## config.mk

```make
export PLATFORM = sky130hd
export DESIGN_NAME = order_finding_factorizer_core
export DESIGN_NICKNAME = d
export VERILOG_FILES = /design/src/off_pkg.sv /design/src/off_remu.sv /design/src/off_dp.sv /design/src/off_ctrl.sv /design/src/order_finding_factorizer_core.sv
export SDC_FILE = /design/constraint.sdc
export NUM_CORES = 2
export LEC_CHECK = 0
export BUFFER_PORTS_ARGS = -buffer_cell sky130_fd_sc_hd__buf_2
export CAP_MARGIN = 5
export CORE_MARGIN = 2
export CORE_UTILIZATION = 60
export DETAILED_ROUTE_END_ITERATION = 12
export PLACE_DENSITY = 0.83
export SYNTH_ARGS = -nofsm -noshare
export SYNTH_HDL_FRONTEND = slang
export SYNTH_SLANG_ARGS = --single-unit
```

## constraint.sdc

```tcl
create_clock -name i_clk -period 7.9 [get_ports i_clk]
set_clock_uncertainty 0.05 [all_clocks]
set_input_delay 1.58 -clock i_clk [delete_from_list [all_inputs] [get_ports i_clk]]
set_output_delay 1.58 -clock i_clk [all_outputs]
set_load 0.05 [all_outputs]
```

## src/off_pkg.sv

```systemverilog
// shared types and constants for the order finding factorizer
package off_pkg;
    localparam int W = 16;
    typedef logic [W-1:0] t_word;
    typedef logic [2*W-1:0] t_dword;

    // datapath operations
    typedef enum logic [3:0] {
        OP_NONE,
        OP_LOAD,        // load slot; n is latched on i_load, not by this op
        OP_CYC_INIT,    // start cyclic check: m = n (halved if odd*2)
        OP_CYC_DSTEP,   // step trial divisor d
        OP_CYC_DIVP,    // divide m by p
        OP_BASE_INIT,   // a = 2
        OP_BASE_NEXT,   // a++
        OP_GCD_AN,      // gcd(a, n) start
        OP_ORD_INIT,    // p = a, r = 1
        OP_ORD_STEP,    // r++, p = p*a mod n
        OP_HALF_INIT,   // h = 1, e = 0
        OP_HALF_STEP,   // h = h*a mod n, e++
        OP_GCD_X,       // gcd(h-1, n)
        OP_GCD_Y,       // gcd(h+1, n)
        OP_MUL_START    // d = m: take m as p when no divisor found
    } t_op;

    typedef struct packed {
        t_op  op;
        logic mod_start; // start remainder unit
        logic gcd_start;
        logic gcd_sel_y;
        logic gcd_sel_base;
    } t_cmd;

    typedef struct packed {
        logic mod_busy;
        logic gcd_busy;
        logic n_lt2;
        logic n_mod4_0;
        logic n_eq4;
        logic m_eq1;
        logic d_sq_gt_m;
        logic m_mod_d0;   // rem result zero
        logic a_lt_n;
        logic gcd_one;
        logic p_eq1;
        logic r_lt_n;
        logic r_odd;
        logic e_eq_half;
        logic y_zero;
    } t_sts;
endpackage

```

## src/off_remu.sv

```systemverilog
// restoring divider computing x mod y, one quotient bit a cycle
module off_remu import off_pkg::*; (
    input  logic   i_clk,
    input  logic   i_rst_n,
    input  logic   i_start,
    input  t_dword i_x,
    input  t_word  i_y,
    output logic   o_busy,
    output t_word  o_rem,
    output t_dword o_quo
);
    localparam int CW = $clog2(2*W+1);
    logic [CW-1:0] r_cnt;
    logic          r_busy;
    logic [W:0]    r_rem;
    t_dword        r_x;
    t_word         r_y;
    logic [W+1:0]  w_sh;
    logic [W+1:0]  w_sub;

    assign w_sh  = {r_rem, r_x[2*W-1]};
    assign w_sub = w_sh - {2'b00, r_y};

    always_ff @(posedge i_clk) begin
        if (!i_rst_n) begin
            r_busy <= 1'b0;
            r_cnt  <= '0;
        end else if (i_start) begin
            r_busy <= 1'b1;
            r_cnt  <= CW'(2*W);
            r_x    <= i_x;
            r_y    <= i_y;
            r_rem  <= '0;
        end else if (r_busy) begin
            if (w_sub[W+1]) begin
                r_rem <= w_sh[W:0];
                r_x   <= {r_x[2*W-2:0], 1'b0};
            end else begin
                r_rem <= w_sub[W:0];
                r_x   <= {r_x[2*W-2:0], 1'b1};
            end
            r_cnt <= r_cnt - 1'b1;
            if (r_cnt == CW'(1)) begin
                r_busy <= 1'b0;
            end
        end
    end

    assign o_busy = r_busy;
    assign o_rem  = r_rem[W-1:0];
    assign o_quo  = r_x;
endmodule

```

## src/off_dp.sv

```systemverilog
// datapath: number registers, remainder unit, gcd sequencing
module off_dp import off_pkg::*; (
    input  logic  i_clk,
    input  logic  i_rst_n,
    input  logic  i_load,
    input  t_word i_number,
    input  t_cmd  i_cmd,
    output t_sts  o_sts,
    output t_word o_factor_p,
    output t_word o_factor_q,
    output t_word o_base,
    output t_word o_order
);
    t_word  r_n, r_m, r_d, r_a, r_p, r_r, r_h, r_e, r_gx, r_gy;
    logic   r_gbusy;
    logic   r_gwait;
    logic   r_gsel_y;
    t_word  r_fp, r_fq;
    logic   r_rwait;
    t_op    r_rop;
    logic   w_rbusy;
    logic   w_rstart;
    t_dword w_rx;
    t_word  w_ry;
    t_word  w_rem;
    t_dword w_quo;
    t_word  w_hp1;
    t_word  w_hm1;
    logic [2*W+1:0] w_dsq;

    // remainder operand select
    always_comb begin
        w_rstart = 1'b0;
        w_rx     = '0;
        w_ry     = r_n;
        if (r_gbusy && !r_gwait && r_gy != '0) begin
            w_rstart = 1'b1;
            w_rx     = {{W{1'b0}}, r_gx};
            w_ry     = r_gy;
        end else if (i_cmd.mod_start) begin
            w_rstart = 1'b1;
            unique case (i_cmd.op)
                OP_CYC_DSTEP, OP_CYC_DIVP: begin
                    w_rx = {{W{1'b0}}, r_m};
                    w_ry = r_d;
                end
                OP_ORD_STEP:  w_rx = t_dword'(r_p) * t_dword'(r_a);
                OP_HALF_STEP: w_rx = t_dword'(r_h) * t_dword'(r_a);
                default:      w_rx = {{W{1'b0}}, r_a};
            endcase
        end
    end

    off_remu u_remu (
        .i_clk   (i_clk),
        .i_rst_n (i_rst_n),
        .i_start (w_rstart),
        .i_x     (w_rx),
        .i_y     (w_ry),
        .o_busy  (w_rbusy),
        .o_rem   (w_rem),
        .o_quo   (w_quo)
    );

    assign w_hp1 = (r_h == r_n - 1'b1) ? '0 : r_h + 1'b1;
    assign w_hm1 = (r_h == '0) ? r_n - 1'b1 : r_h - 1'b1;
    assign w_dsq = (2*W+2)'(r_d) * (2*W+2)'(r_d);

    always_ff @(posedge i_clk) begin
        if (!i_rst_n) begin
            r_gbusy <= 1'b0;
            r_gwait <= 1'b0;
            r_rwait <= 1'b0;
            r_rop   <= OP_NONE;
        end else begin
            // gcd engine: one remainder per round
            if (i_cmd.gcd_start) begin
                r_gbusy  <= 1'b1;
                r_gwait  <= 1'b0;
                r_gsel_y <= i_cmd.gcd_sel_y;
                r_gy     <= r_n;
                if (i_cmd.gcd_sel_base) begin
                    r_gx <= r_a;
                end else if (i_cmd.gcd_sel_y) begin
                    r_gx <= w_hp1;
                end else begin
                    r_gx <= w_hm1;
                end
            end else if (r_gbusy) begin
                if (!r_gwait) begin
                    if (r_gy == '0) begin
                        r_gbusy <= 1'b0;
                        if (r_gsel_y) begin
                            r_fq <= r_gx;
                        end else begin
                            r_fp <= r_gx;
                        end
                    end else begin
                        r_gwait <= 1'b1;
                    end
                end else if (!w_rbusy) begin
                    r_gwait <= 1'b0;
                    r_gx    <= r_gy;
                    r_gy    <= w_rem;
                end
            end
            if (i_cmd.mod_start) begin
                r_rwait <= 1'b1;
                r_rop   <= i_cmd.op;
            end else if (r_rwait && !w_rbusy) begin
                r_rwait <= 1'b0;
                unique case (r_rop)
                    OP_ORD_STEP:  r_p <= w_rem;
                    OP_HALF_STEP: r_h <= w_rem;
                    OP_CYC_DIVP:  if (w_rem == '0) r_m <= w_quo[W-1:0];
                    default: ;
                endcase
            end
            // n is taken on the accepting edge
            if (i_load) begin
                r_n <= i_number;
            end
            unique case (i_cmd.op)
                OP_CYC_INIT: begin
                    r_m <= r_n[0] ? r_n : {1'b0, r_n[W-1:1]};
                    r_d <= t_word'(3);
                end
                OP_CYC_DSTEP: r_d <= r_d + t_word'(2);
                OP_CYC_DIVP:  ;
                OP_BASE_INIT: r_a <= t_word'(2);
                OP_BASE_NEXT: r_a <= r_a + 1'b1;
                OP_ORD_INIT: begin
                    r_p <= r_a;
                    r_r <= t_word'(1);
                end
                OP_ORD_STEP:  r_r <= r_r + 1'b1;
                OP_HALF_INIT: begin
                    r_h <= t_word'(1);
                    r_e <= '0;
                end
                OP_HALF_STEP: r_e <= r_e + 1'b1;
                OP_MUL_START: r_d <= r_m; // p = m when no divisor found
                default: ;
            endcase
        end
    end

    always_comb begin
        o_sts.mod_busy  = r_rwait;
        o_sts.gcd_busy  = r_gbusy;
        o_sts.n_lt2     = r_n < t_word'(2);
        o_sts.n_mod4_0  = r_n[1:0] == 2'b00;
        o_sts.n_eq4     = r_n == t_word'(4);
        o_sts.m_eq1     = r_m == t_word'(1);
        o_sts.d_sq_gt_m = w_dsq > (2*W+2)'(r_m);
        o_sts.m_mod_d0  = w_rem == '0;
        o_sts.a_lt_n    = r_a < r_n;
        o_sts.gcd_one   = r_fp == t_word'(1);
        o_sts.p_eq1     = r_p == t_word'(1);
        o_sts.r_lt_n    = r_r < r_n;
        o_sts.r_odd     = r_r[0];
        o_sts.e_eq_half = r_e == {1'b0, r_r[W-1:1]};
        o_sts.y_zero    = w_hp1 == '0;
    end

    assign o_factor_p = r_fp;
    assign o_factor_q = r_fq;
    assign o_base     = r_a;
    assign o_order    = r_r;
endmodule

```

## src/off_ctrl.sv

```systemverilog
// controller: sequences the base search and drives the handshake
module off_ctrl import off_pkg::*; (
    input  logic i_clk,
    input  logic i_rst_n,
    input  logic i_valid,
    output logic o_stall,
    output logic o_load,
    output logic o_valid,
    input  logic i_stall,
    output logic o_found,
    input  t_sts i_sts,
    output t_cmd o_cmd
);
    typedef enum logic [4:0] {
        S_IDLE, S_CHK, S_CYC_INIT, S_CYC_D, S_CYC_DW, S_CYC_P, S_CYC_PW,
        S_CYC_END, S_BASE, S_DIVW, S_GCDW, S_ORD, S_ORDW, S_HALF, S_HALFW,
        S_GX, S_GXW, S_GY, S_GYW, S_OUT
    } t_state;

    t_state r_state;
    logic   r_valid;
    logic   r_found;
    logic   w_cmd_idle;

    // a command issued on the last edge lands in the datapath on this one,
    // so status is only read once no command is in flight
    assign w_cmd_idle = (o_cmd == '0);

    always_ff @(posedge i_clk) begin
        if (!i_rst_n) begin
            r_state <= S_IDLE;
            r_valid <= 1'b0;
            r_found <= 1'b0;
            o_cmd   <= '0;
        end else begin
            o_cmd <= '0;
            unique case (r_state)
                S_IDLE: if (i_valid) begin
                    r_state <= S_CHK;
                end
                S_CHK: begin
                    r_found <= 1'b0;
                    if (i_sts.n_lt2 || i_sts.n_eq4) begin
                        r_state <= S_OUT;
                        r_valid <= 1'b1;
                    end else if (i_sts.n_mod4_0) begin
                        o_cmd.op <= OP_BASE_INIT;
                        r_state  <= S_BASE;
                    end else begin
                        o_cmd.op <= OP_CYC_INIT;
                        r_state  <= S_CYC_INIT;
                    end
                end
                // find smallest odd divisor p of m, then strip p
                S_CYC_INIT: if (w_cmd_idle) begin
                    if (i_sts.m_eq1) begin
                        r_state <= S_OUT;
                        r_valid <= 1'b1;
                    end else begin
                        r_state <= S_CYC_D;
                    end
                end
                S_CYC_D: if (w_cmd_idle) begin
                    if (i_sts.d_sq_gt_m) begin
                        o_cmd.op <= OP_MUL_START;
                        r_state  <= S_CYC_P;
                    end else begin
                        o_cmd.op        <= OP_CYC_DIVP;
                        o_cmd.mod_start <= 1'b1;
                        r_state         <= S_CYC_DW;
                    end
                end
                S_CYC_DW: if (!i_sts.mod_busy && !o_cmd.mod_start) begin
                    if (i_sts.m_mod_d0) begin
                        r_state <= S_CYC_P;
                    end else begin
                        o_cmd.op <= OP_CYC_DSTEP;
                        r_state  <= S_CYC_D;
                    end
                end
                S_CYC_P: begin
                    o_cmd.op        <= OP_CYC_DIVP;
                    o_cmd.mod_start <= 1'b1;
                    r_state         <= S_CYC_PW;
                end
                S_CYC_PW: if (!i_sts.mod_busy && !o_cmd.mod_start) begin
                    r_state <= i_sts.m_mod_d0 ? S_CYC_P : S_CYC_END;
                end
                S_CYC_END: begin
                    if (i_sts.m_eq1) begin
                        r_state <= S_OUT;
                        r_valid <= 1'b1;
                    end else begin
                        o_cmd.op <= OP_BASE_INIT;
                        r_state  <= S_BASE;
                    end
                end
                S_BASE: if (w_cmd_idle) begin
                    if (!i_sts.a_lt_n) begin
                        r_state <= S_OUT;
                        r_valid <= 1'b1;
                    end else begin
                        o_cmd.gcd_start    <= 1'b1;
                        o_cmd.gcd_sel_base <= 1'b1;
                        r_state            <= S_GCDW;
                    end
                end
                S_GCDW: if (!i_sts.gcd_busy && !o_cmd.gcd_start) begin
                    if (i_sts.gcd_one) begin
                        o_cmd.op <= OP_ORD_INIT;
                        r_state  <= S_ORD;
                    end else begin
                        o_cmd.op <= OP_BASE_NEXT;
                        r_state  <= S_BASE;
                    end
                end
                S_ORD: if (w_cmd_idle) begin
                    if (i_sts.p_eq1 || !i_sts.r_lt_n) begin
                        if (!i_sts.p_eq1 || i_sts.r_odd) begin
                            o_cmd.op <= OP_BASE_NEXT;
                            r_state  <= S_BASE;
                        end else begin
                            o_cmd.op <= OP_HALF_INIT;
                            r_state  <= S_HALF;
                        end
                    end else begin
                        o_cmd.op        <= OP_ORD_STEP;
                        o_cmd.mod_start <= 1'b1;
                        r_state         <= S_ORDW;
                    end
                end
                S_ORDW: if (!i_sts.mod_busy && !o_cmd.mod_start) begin
                    r_state <= S_ORD;
                end
                S_HALF: if (w_cmd_idle) begin
                    if (i_sts.e_eq_half) begin
                        if (i_sts.y_zero) begin
                            o_cmd.op <= OP_BASE_NEXT;
                            r_state  <= S_BASE;
                        end else begin
                            r_state <= S_GX;
                        end
                    end else begin
                        o_cmd.op        <= OP_HALF_STEP;
                        o_cmd.mod_start <= 1'b1;
                        r_state         <= S_HALFW;
                    end
                end
                S_HALFW: if (!i_sts.mod_busy && !o_cmd.mod_start) begin
                    r_state <= S_HALF;
                end
                S_GX: begin
                    o_cmd.gcd_start <= 1'b1;
                    r_state         <= S_GXW;
                end
                S_GXW: if (!i_sts.gcd_busy && !o_cmd.gcd_start) begin
                    r_state <= S_GY;
                end
                S_GY: begin
                    o_cmd.gcd_start <= 1'b1;
                    o_cmd.gcd_sel_y <= 1'b1;
                    r_state         <= S_GYW;
                end
                S_GYW: if (!i_sts.gcd_busy && !o_cmd.gcd_start) begin
                    r_found <= 1'b1;
                    r_valid <= 1'b1;
                    r_state <= S_OUT;
                end
                S_OUT: if (!i_stall) begin
                    r_valid <= 1'b0;
                    r_state <= S_IDLE;
                end
                default: r_state <= S_IDLE;
            endcase
        end
    end

    assign o_stall = (r_state != S_IDLE);
    assign o_load  = (r_state == S_IDLE) && i_valid;
    assign o_valid = r_valid;
    assign o_found = r_found;
endmodule

```

## src/order_finding_factorizer_core.sv

```systemverilog
// top level of the order finding factorizer
//  channel | valid          | stall          | payload
//  in      | i_valid        | o_stall        | i_number
//  out     | o_valid        | i_stall        | o_found o_factor_p o_factor_q o_base o_order
// one word at a time; run time depends on n: each order or power step is one
// remainder unit pass, gcds take one pass per Euclid round, and the serial
// remainder unit sets the worst case.
// reset is synchronous active low and clears control state only.
// the result word holds while i_stall is high; input stalls until it is taken.
module order_finding_factorizer_core import off_pkg::*; (
    input  logic  i_clk,
    input  logic  i_rst_n,
    input  logic  i_valid,
    output logic  o_stall,
    input  t_word i_number,
    output logic  o_valid,
    input  logic  i_stall,
    output logic  o_found,
    output t_word o_factor_p,
    output t_word o_factor_q,
    output t_word o_base,
    output t_word o_order
);
    t_cmd  w_cmd;
    t_sts  w_sts;
    logic  w_load;
    logic  w_found;
    t_word w_fp, w_fq, w_b, w_r;

    off_ctrl u_ctrl (
        .i_clk   (i_clk),
        .i_rst_n (i_rst_n),
        .i_valid (i_valid),
        .o_stall (o_stall),
        .o_load  (w_load),
        .o_valid (o_valid),
        .i_stall (i_stall),
        .o_found (w_found),
        .i_sts   (w_sts),
        .o_cmd   (w_cmd)
    );

    off_dp u_dp (
        .i_clk      (i_clk),
        .i_rst_n    (i_rst_n),
        .i_load     (w_load),
        .i_number   (i_number),
        .i_cmd      (w_cmd),
        .o_sts      (w_sts),
        .o_factor_p (w_fp),
        .o_factor_q (w_fq),
        .o_base     (w_b),
        .o_order    (w_r)
    );

    assign o_found    = w_found;
    assign o_factor_p = w_found ? w_fp : '0;
    assign o_factor_q = w_found ? w_fq : '0;
    assign o_base     = w_found ? w_b : '0;
    assign o_order    = w_found ? w_r : '0;
endmodule

```

**Yosys cells after proc, flatten, opt, wreduce, memory -nomap -nowiden**

Cells that the tools add are included.

- Bitwise operators: 4
- Reduce and logical (&&, ||, !) cells: 65
- Multiply operators: 3
- Add/sub/neg operators: 9
- Mux-type cells: 120
- Equality and inequality tests: 58
- $lt $le $gt $ge: 4

Operators by type and width:

| operator | count |
|---|---|
| 16-bit two-way mux | 32 |
| 32-bit two-way mux | 4 |
| 5-bit two-way mux | 23 |
| 16-bit by 16-bit multiplier with 32-bit output | 3 |
| 16-bit one-hot mux with 2 select lines | 3 |
| 32-bit one-hot mux with 3 select lines | 1 |
| 5-bit one-hot mux with 19 select lines | 1 |
| 16-bit by 1-bit adder with 16-bit output (second input constant) | 4 |
| 16-bit zero test | 4 |
| 16-bit by 1-bit equality test with 1-bit output (second input constant) | 3 |
| 16-bit one-hot mux with 3 select lines | 1 |
| 4-bit two-way mux | 9 |
| 5-bit by 4-bit equality test with 1-bit output (second input constant) | 7 |
| 17-bit two-way mux | 2 |
| 32-bit by 16-bit > comparator with 1-bit output | 1 |
| 16-bit < comparator | 2 |
| 2-bit by 1-bit inequality test with 1-bit output (second input constant) | 16 |
| 4-bit one-hot mux with 8 select lines | 1 |
| 16-bit by 1-bit subtractor with 16-bit output (second input constant) | 2 |
| 2-bit nonzero test | 15 |
| 4-bit equality test (second input constant) | 7 |
| 1-bit two-way mux | 28 |
| 5-bit by 3-bit equality test with 1-bit output (second input constant) | 4 |
| 5-bit equality test (second input constant) | 4 |
| other kinds (37) | 86 |

- Bits in registers: 287
- Bits of input ports: 20

**Longest topological paths before layout**

- Word-level depth: 8
- Gate-level depth with buffers: 34

**Cells and area by module**

Synthesis repeated with hierarchy kept, for this count alone.

- Cell total of the unflattened synthesis: 4738
- Area, all modules: 43013.8 µm²

By module, submodules not included:

| module | cells each | area each (µm²) | instances |
|---|---|---|---|
| off_dp | 4122 | 36905.4 | 1 |
| off_remu | 360 | 4120.2 | 1 |
| off_ctrl | 186 | 1477.7 | 1 |
| order_finding_factorizer_core | 70 | 510.5 | 1 |

**Worst setup path after synthesis**

OpenSTA, ideal clock, no wires.

- Path kind: reg2reg
- From: register u_dp.r_d[4]
- To: register u_ctrl.r_state[0]
- Path buffers: 2
- Slack: 446 ps
- Cell stages (with the launch flop): 30
- Arrival: 7279 ps
- Library setup time: 125 ps
- Path through: edfxtp_1 > clkbuf_1 > buf_1 > nand2_1 > fa_1 > inv_1 > fa_1 > ha_1 > fa_1 > inv_1 > fa_1 > inv_1 > fa_1 > ha_1 > a21o_1 > or3_1 > o211ai_1 > nand2_1 > a21o_1 > a21oi_1 > xnor2_1 > ha_1 > and4_1 > a221oi_1 > a21oi_1 > a2111oi_0 > nand4_1 > nor4_1 > and4_1 > a211oi_1

- Cells in the longest elaborated chain, start to end: 5

RTL lines:

| element | RTL line | source |
|---|---|---|
| start: declaration | off_dp.sv:14 | `t_word r_n, r_m, r_d, r_a, r_p, r_r, r_h, r_e, r_gx, r_gy;` |
| start signal: assignment | off_dp.sv:126 | `r_d <= t_word'(3);` |
| start signal: assignment | off_dp.sv:128 | `OP_CYC_DSTEP: r_d <= r_d + t_word'(2);` |
| start signal: assignment | off_dp.sv:142 | `OP_MUL_START: r_d <= r_m;` |
| 16-bit by 16-bit multiplier with 32-bit output | off_dp.sv:67 | `assign w_dsq = (2*W+2)'(r_d) * (2*W+2)'(r_d);` |
| 32-bit by 16-bit > comparator with 1-bit output | off_dp.sv:155 | `o_sts.d_sq_gt_m = w_dsq > (2*W+2)'(r_m);` |
| 1-bit two-way mux | off_ctrl.sv:64 | `if (i_sts.d_sq_gt_m) begin` |
| 5-bit two-way mux | off_ctrl.sv:63 | `S_CYC_D: if (w_cmd_idle) begin` |
| 5-bit one-hot mux with 19 select lines | off_ctrl.sv:37 | `unique case (r_state)` |
| end signal: assignment | off_ctrl.sv:87 | `r_state <= i_sts.m_mod_d0 ? S_CYC_P : S_CYC_END;` |
| end: declaration | off_ctrl.sv:20 | `t_state r_state;` |

Every way passes these cells. The select of a mux whose other input is x is not followed.
A chain may end at the register's enable or synchronous reset.

**Final worst setup path**

- From: register u_dp.r_a[7], in the netlist u_dp.o_base[7]
- To: register u_dp.u_remu.r_x[31], in the netlist u_dp.u_remu.o_quo[31] (data pin)

- Cells in the longest elaborated chain, start to end: 5
- Elaborated cells between the ends (all ways): 6
- Classes of those cells: 2 x mul; 4 x mux

RTL lines:

| element | RTL line | source |
|---|---|---|
| start: declaration | off_dp.sv:14 |  |
| start signal: assignment | off_dp.sv:130 | `OP_BASE_INIT: r_a <= t_word'(2);` |
| start signal: assignment | off_dp.sv:131 | `OP_BASE_NEXT: r_a <= r_a + 1'b1;` |
| 16-bit by 16-bit multiplier with 32-bit output (on tied branches) | off_dp.sv:48, off_dp.sv:47 |  |
| 32-bit one-hot mux with 3 select lines * | off_dp.sv:42 | `unique case (i_cmd.op)` |
| 32-bit two-way mux * | off_dp.sv:40 | `end else if (i_cmd.mod_start) begin` |
| 32-bit two-way mux * | off_dp.sv:36 | `if (r_gbusy && !r_gwait && r_gy != '0) begin` |
| 32-bit two-way mux * | off_remu.sv:28 | `end else if (i_start) begin` |
| end signal: assignment | off_remu.sv:31 | `r_x <= i_x;` |
| end signal: assignment | off_remu.sv:37 | `r_x <= {r_x[2*W-2:0], 1'b0};` |
| end signal: assignment | off_remu.sv:40 | `r_x <= {r_x[2*W-2:0], 1'b1};` |
| end: declaration | off_remu.sv:16 | `t_dword r_x;` |

Mark *: on every way between the ends. The rest lies on a longest branch, timed or not.

==> metrics.md <==
| Metric | Value |
|---|---|
| Most frequent cell after synthesis | inv_1 |
| Starting DRC count in detailed routing | ~4000 |
| Clk root buf | clkbuf_16 |
| DRT Pass-1 Iters | 7 |
| Status | finished clean |
| Pleak | 21.6 nW |
| Cell Rows | just under 100 |
| Unrepaired setup endpoints after global routing | false |
| Register area share after synthesis | 0.196 |
| Cts bufs inserted | 36 |
| CTS tree | done |
| Boundary pin count | 87 |
| Vias | 35500 |
| Die width | about 270 µm |
| Initial core utilization | 0.606 |
| Htree depth | 2 |
| Largest net degree at the start of global routing | 73 |
| Post-placement setup slack | between 100 and 150 ps |
| Clock latency on the worst-skew pair | between 500 and 600 ps |
| Largest area contributor in the netlist | fa_1 |
| Peak VDD IR | 0.566 mV |
| Final HPWL DP | roughly 97000 µm |
| Post-route ant nets | 0 |
| Tot GR Track Use | 0.350 |
| WS Path Type | flop to flop |
| Multi-input combinational cell area | slightly above 30000 µm² |
| Initial antenna violation count | 0 |
| Synth top area share | 0.260 |
| Post-synthesis xor/xnor area fraction | 0.0411 |
| Placeable Area | between 70000 and 80000 µm² |
| WP data required | between 8000 and 9000 ps |
| Vias in the first global route | around 36000 |
| R2r setup slk | between 200 and 300 ps |
| Dpl cells | 5624 |
| Final period utilization | 0.965 |
| Final WS setup | 274 ps |
| Die height | roughly 270 µm |
| Fmax | approximately 0.13 GHz |
| Fraction of registers with async set/reset | 0 |
| DR WL/cell | between 20 and 25 µm |
| Worst Tran Pin Value | roughly 1300 ps |
| Port bufs | between 80 and 90 |
| Setup TNS Final | 0 ps |
| YS warnings | 0 |
| Hold buffer count at cts | 0 |
| Via-to-Cell Ratio | between 6 and 7 |
| Nets | ~5700 |
| Hold Path Class | flop to flop |
| Syn Nets | around 5700 |
| Slew headroom | 0.131 |
| Routability cong. | slightly above 1 |
| Max cap viols | 0 |
| Synthesized area per cell | about 9 µm² |
| Share of cells above drive strength 1 | 0.0749 |
| Endpoints failing setup | 0 |
| Cell Count, Final, Fillers Out | 5696 |
| Total gr overflow | 0 |
| Yosys reg bits | ~290 |
| Post-synthesis mux area share | 0.0194 |
| Post-Synth Simple-Gate Area | 0.173 |
| First-pass GRT wire length | around 200000 µm |
| Area share of fa/ha/maj cells after synthesis | 0.373 |
| Total power | 0.0141 W |
| Ranking of synthesized cells by area | fa_1 26%, edfxtp_1 18%, ha_1 11%, inv_1 6.7%, nand2_1 5.3% |
| Number of remaining DRC errors | 0 |
| Compound-Gate Fraction of Synth Area | 0.106 |
| CP arrival | around 7900 ps |
| Longest Clk Path Bufs | 3 |
| Num Clock Sinks | approximately 290 |
| Routed wire length | approximately 130000 µm |
| Cells after Synth | ~4700 |
| Fin crit period | approximately 7600 ps |
| Ys flop type | edfxtp_1 |
| Combinational family with the most area after synthesis | adder cells |
| Clock slew at reported path FFs | 70 ps |
| PwrDens | around 310 nW/µm² |
| Synth top cells by count | 762 x inv_1, 596 x nand2_1, 551 x fa_1, 384 x ha_1, 268 x and2_1 |
| Fin. max-slew vios | 0 |
| Critical Path Start Type | flop |
| P&R area growth vs syn | 6.71% |
| Mapped cell area | ~42000 µm² |
| EDFF count, synth | ~260 |
| Endpoint class of the critical path | flop |
| Netlist cell types | between 80 and 90 |
| Filler cell count | around 5600 |
| Final hold violation count | 0 |
| Crit path max fanout | 18 |
| Core Util, Final | 0.647 |
| Reg area | about 8300 µm² |
| DIE AREA | roughly 73000 µm² |
[state kept, by name, summed over array words and instances, names as in the netlist, 4 cells and up]
register and cells:
u_dp.r_e 16, u_ctrl.r_state 5, u_ctrl.o_cmd 8, u_dp.r_gy 16, u_dp.r_h 16, u_dp.o_base 16
u_dp.r_d 16, u_dp.u_remu.r_y 16, u_dp.u_remu.r_cnt 6, u_dp.r_p 16, u_dp.r_n 16, u_dp.r_rop 4
u_dp.r_gx 16, u_dp.o_order 16, u_dp.u_remu.r_rem 17, u_dp.u_remu.o_quo 32, u_dp.o_factor_p 16, u_dp.r_m 16
u_dp.o_factor_q 16
[worst max-delay path, stage by stage, from the launching register on]
cell and delay (ps):
edfxtp_1 940, buf_4 390, nand2_1 120, fa_1 570
inv_1 50, fa_1 500, inv_1 60, fa_1 530
inv_1 50, fa_1 470, inv_1 50, fa_1 480
inv_1 60, fa_1 460, ha_1 400, nand3_1 150
nor2_1 220, o211ai_1 270, a21oi_1 310, o21ai_0 190
a31oi_1 390, a2111o_1 210, o211ai_1 80, or3_1 360
[cells in the final DEF (no fill, tap or decap), types with 71 or more instances in the layout]
cell type	count
nor2_1	228
and2_1	268
nand2_1	596
edfxtp_1	258
nand3_1	81
buf_2	86
inv_1	762
ha_1	384
a21oi_1	179
xor2_1	71
xnor2_1	118
o21ai_0	167
buf_4	117
fa_1	551
[final cells by class]
class,instances,area share
Antenna cell,2,0.000110
Timing Repair Buffer,210,0.0318
Sequential cell,287,0.184
Inverter,767,0.0635
Clock inverter,21,0.00420
Multi-Input combinational cell,3425,0.670
Tap cell,940,0.0260
Clock buffer,44,0.0208
[report_power, final]
group / internal (W) / leakage, nW / total [W] / switching [W]
clock network: 0.000903 / 0.552 / 0.00164 / 0.000738
logic: 0.00410 / 18.6 / 0.0104 / 0.00627
registers: 0.00181 / 2.46 / 0.00204 / 0.000227
[what timing repair did]
action                     CTS  global route
setup buffers                0             4
setup endpoints to repair    0             4
resized for setup            0             8
[cell families after synthesis]
group	Yosys count
AO/OA/AOI/OAI	699
adder cells (fa/ha/maj)	935
buffers and inverters	1025
XOR/XNOR	193
AND/OR/NAND/NOR	1520
flip-flops	287
multiplexers	78
[worst paths after layout]
| path | startpoint | endpoint | cells past startpoint |
|---|---|---|---|
| max | u_dp.o_base[7]$_SDFFCE_PP0P_ | u_dp.u_remu.o_quo[31]$_DFFE_PP_ | 23 |
| min | u_dp.r_gx[2]$_DFFE_PP_ | u_dp.o_factor_q[2]$_DFFE_PP_ | 0 |
| max reg2reg | u_dp.o_base[7]$_SDFFCE_PP0P_ | u_dp.u_remu.o_quo[31]$_DFFE_PP_ | 23 |
| min reg2reg | u_dp.r_gx[2]$_DFFE_PP_ | u_dp.o_factor_q[2]$_DFFE_PP_ | 0 |
[stage by stage]
step,instance area [µm²],hold slack (ps)
2_1_floorplan,42500,379
3_3_place_gp,44100,428
3_5_place_dp,44100,452
4_1_cts,45200,461
5_1_grt,45300,458
6_report,45300,459
[per-layer routing]
metal / vias to the layer above / track usage / share of wire
li1: 15500 / - / -
met1: 17300 / 0.455 / 0.37
met2: 2200 / 0.555 / 0.45
met3: 557 / 0.0725 / 0.12
met4: 0 / 0.176 / 0.062
met5: - / 0 / 0
No activity file was read; power rests on OpenSTA's default activity.
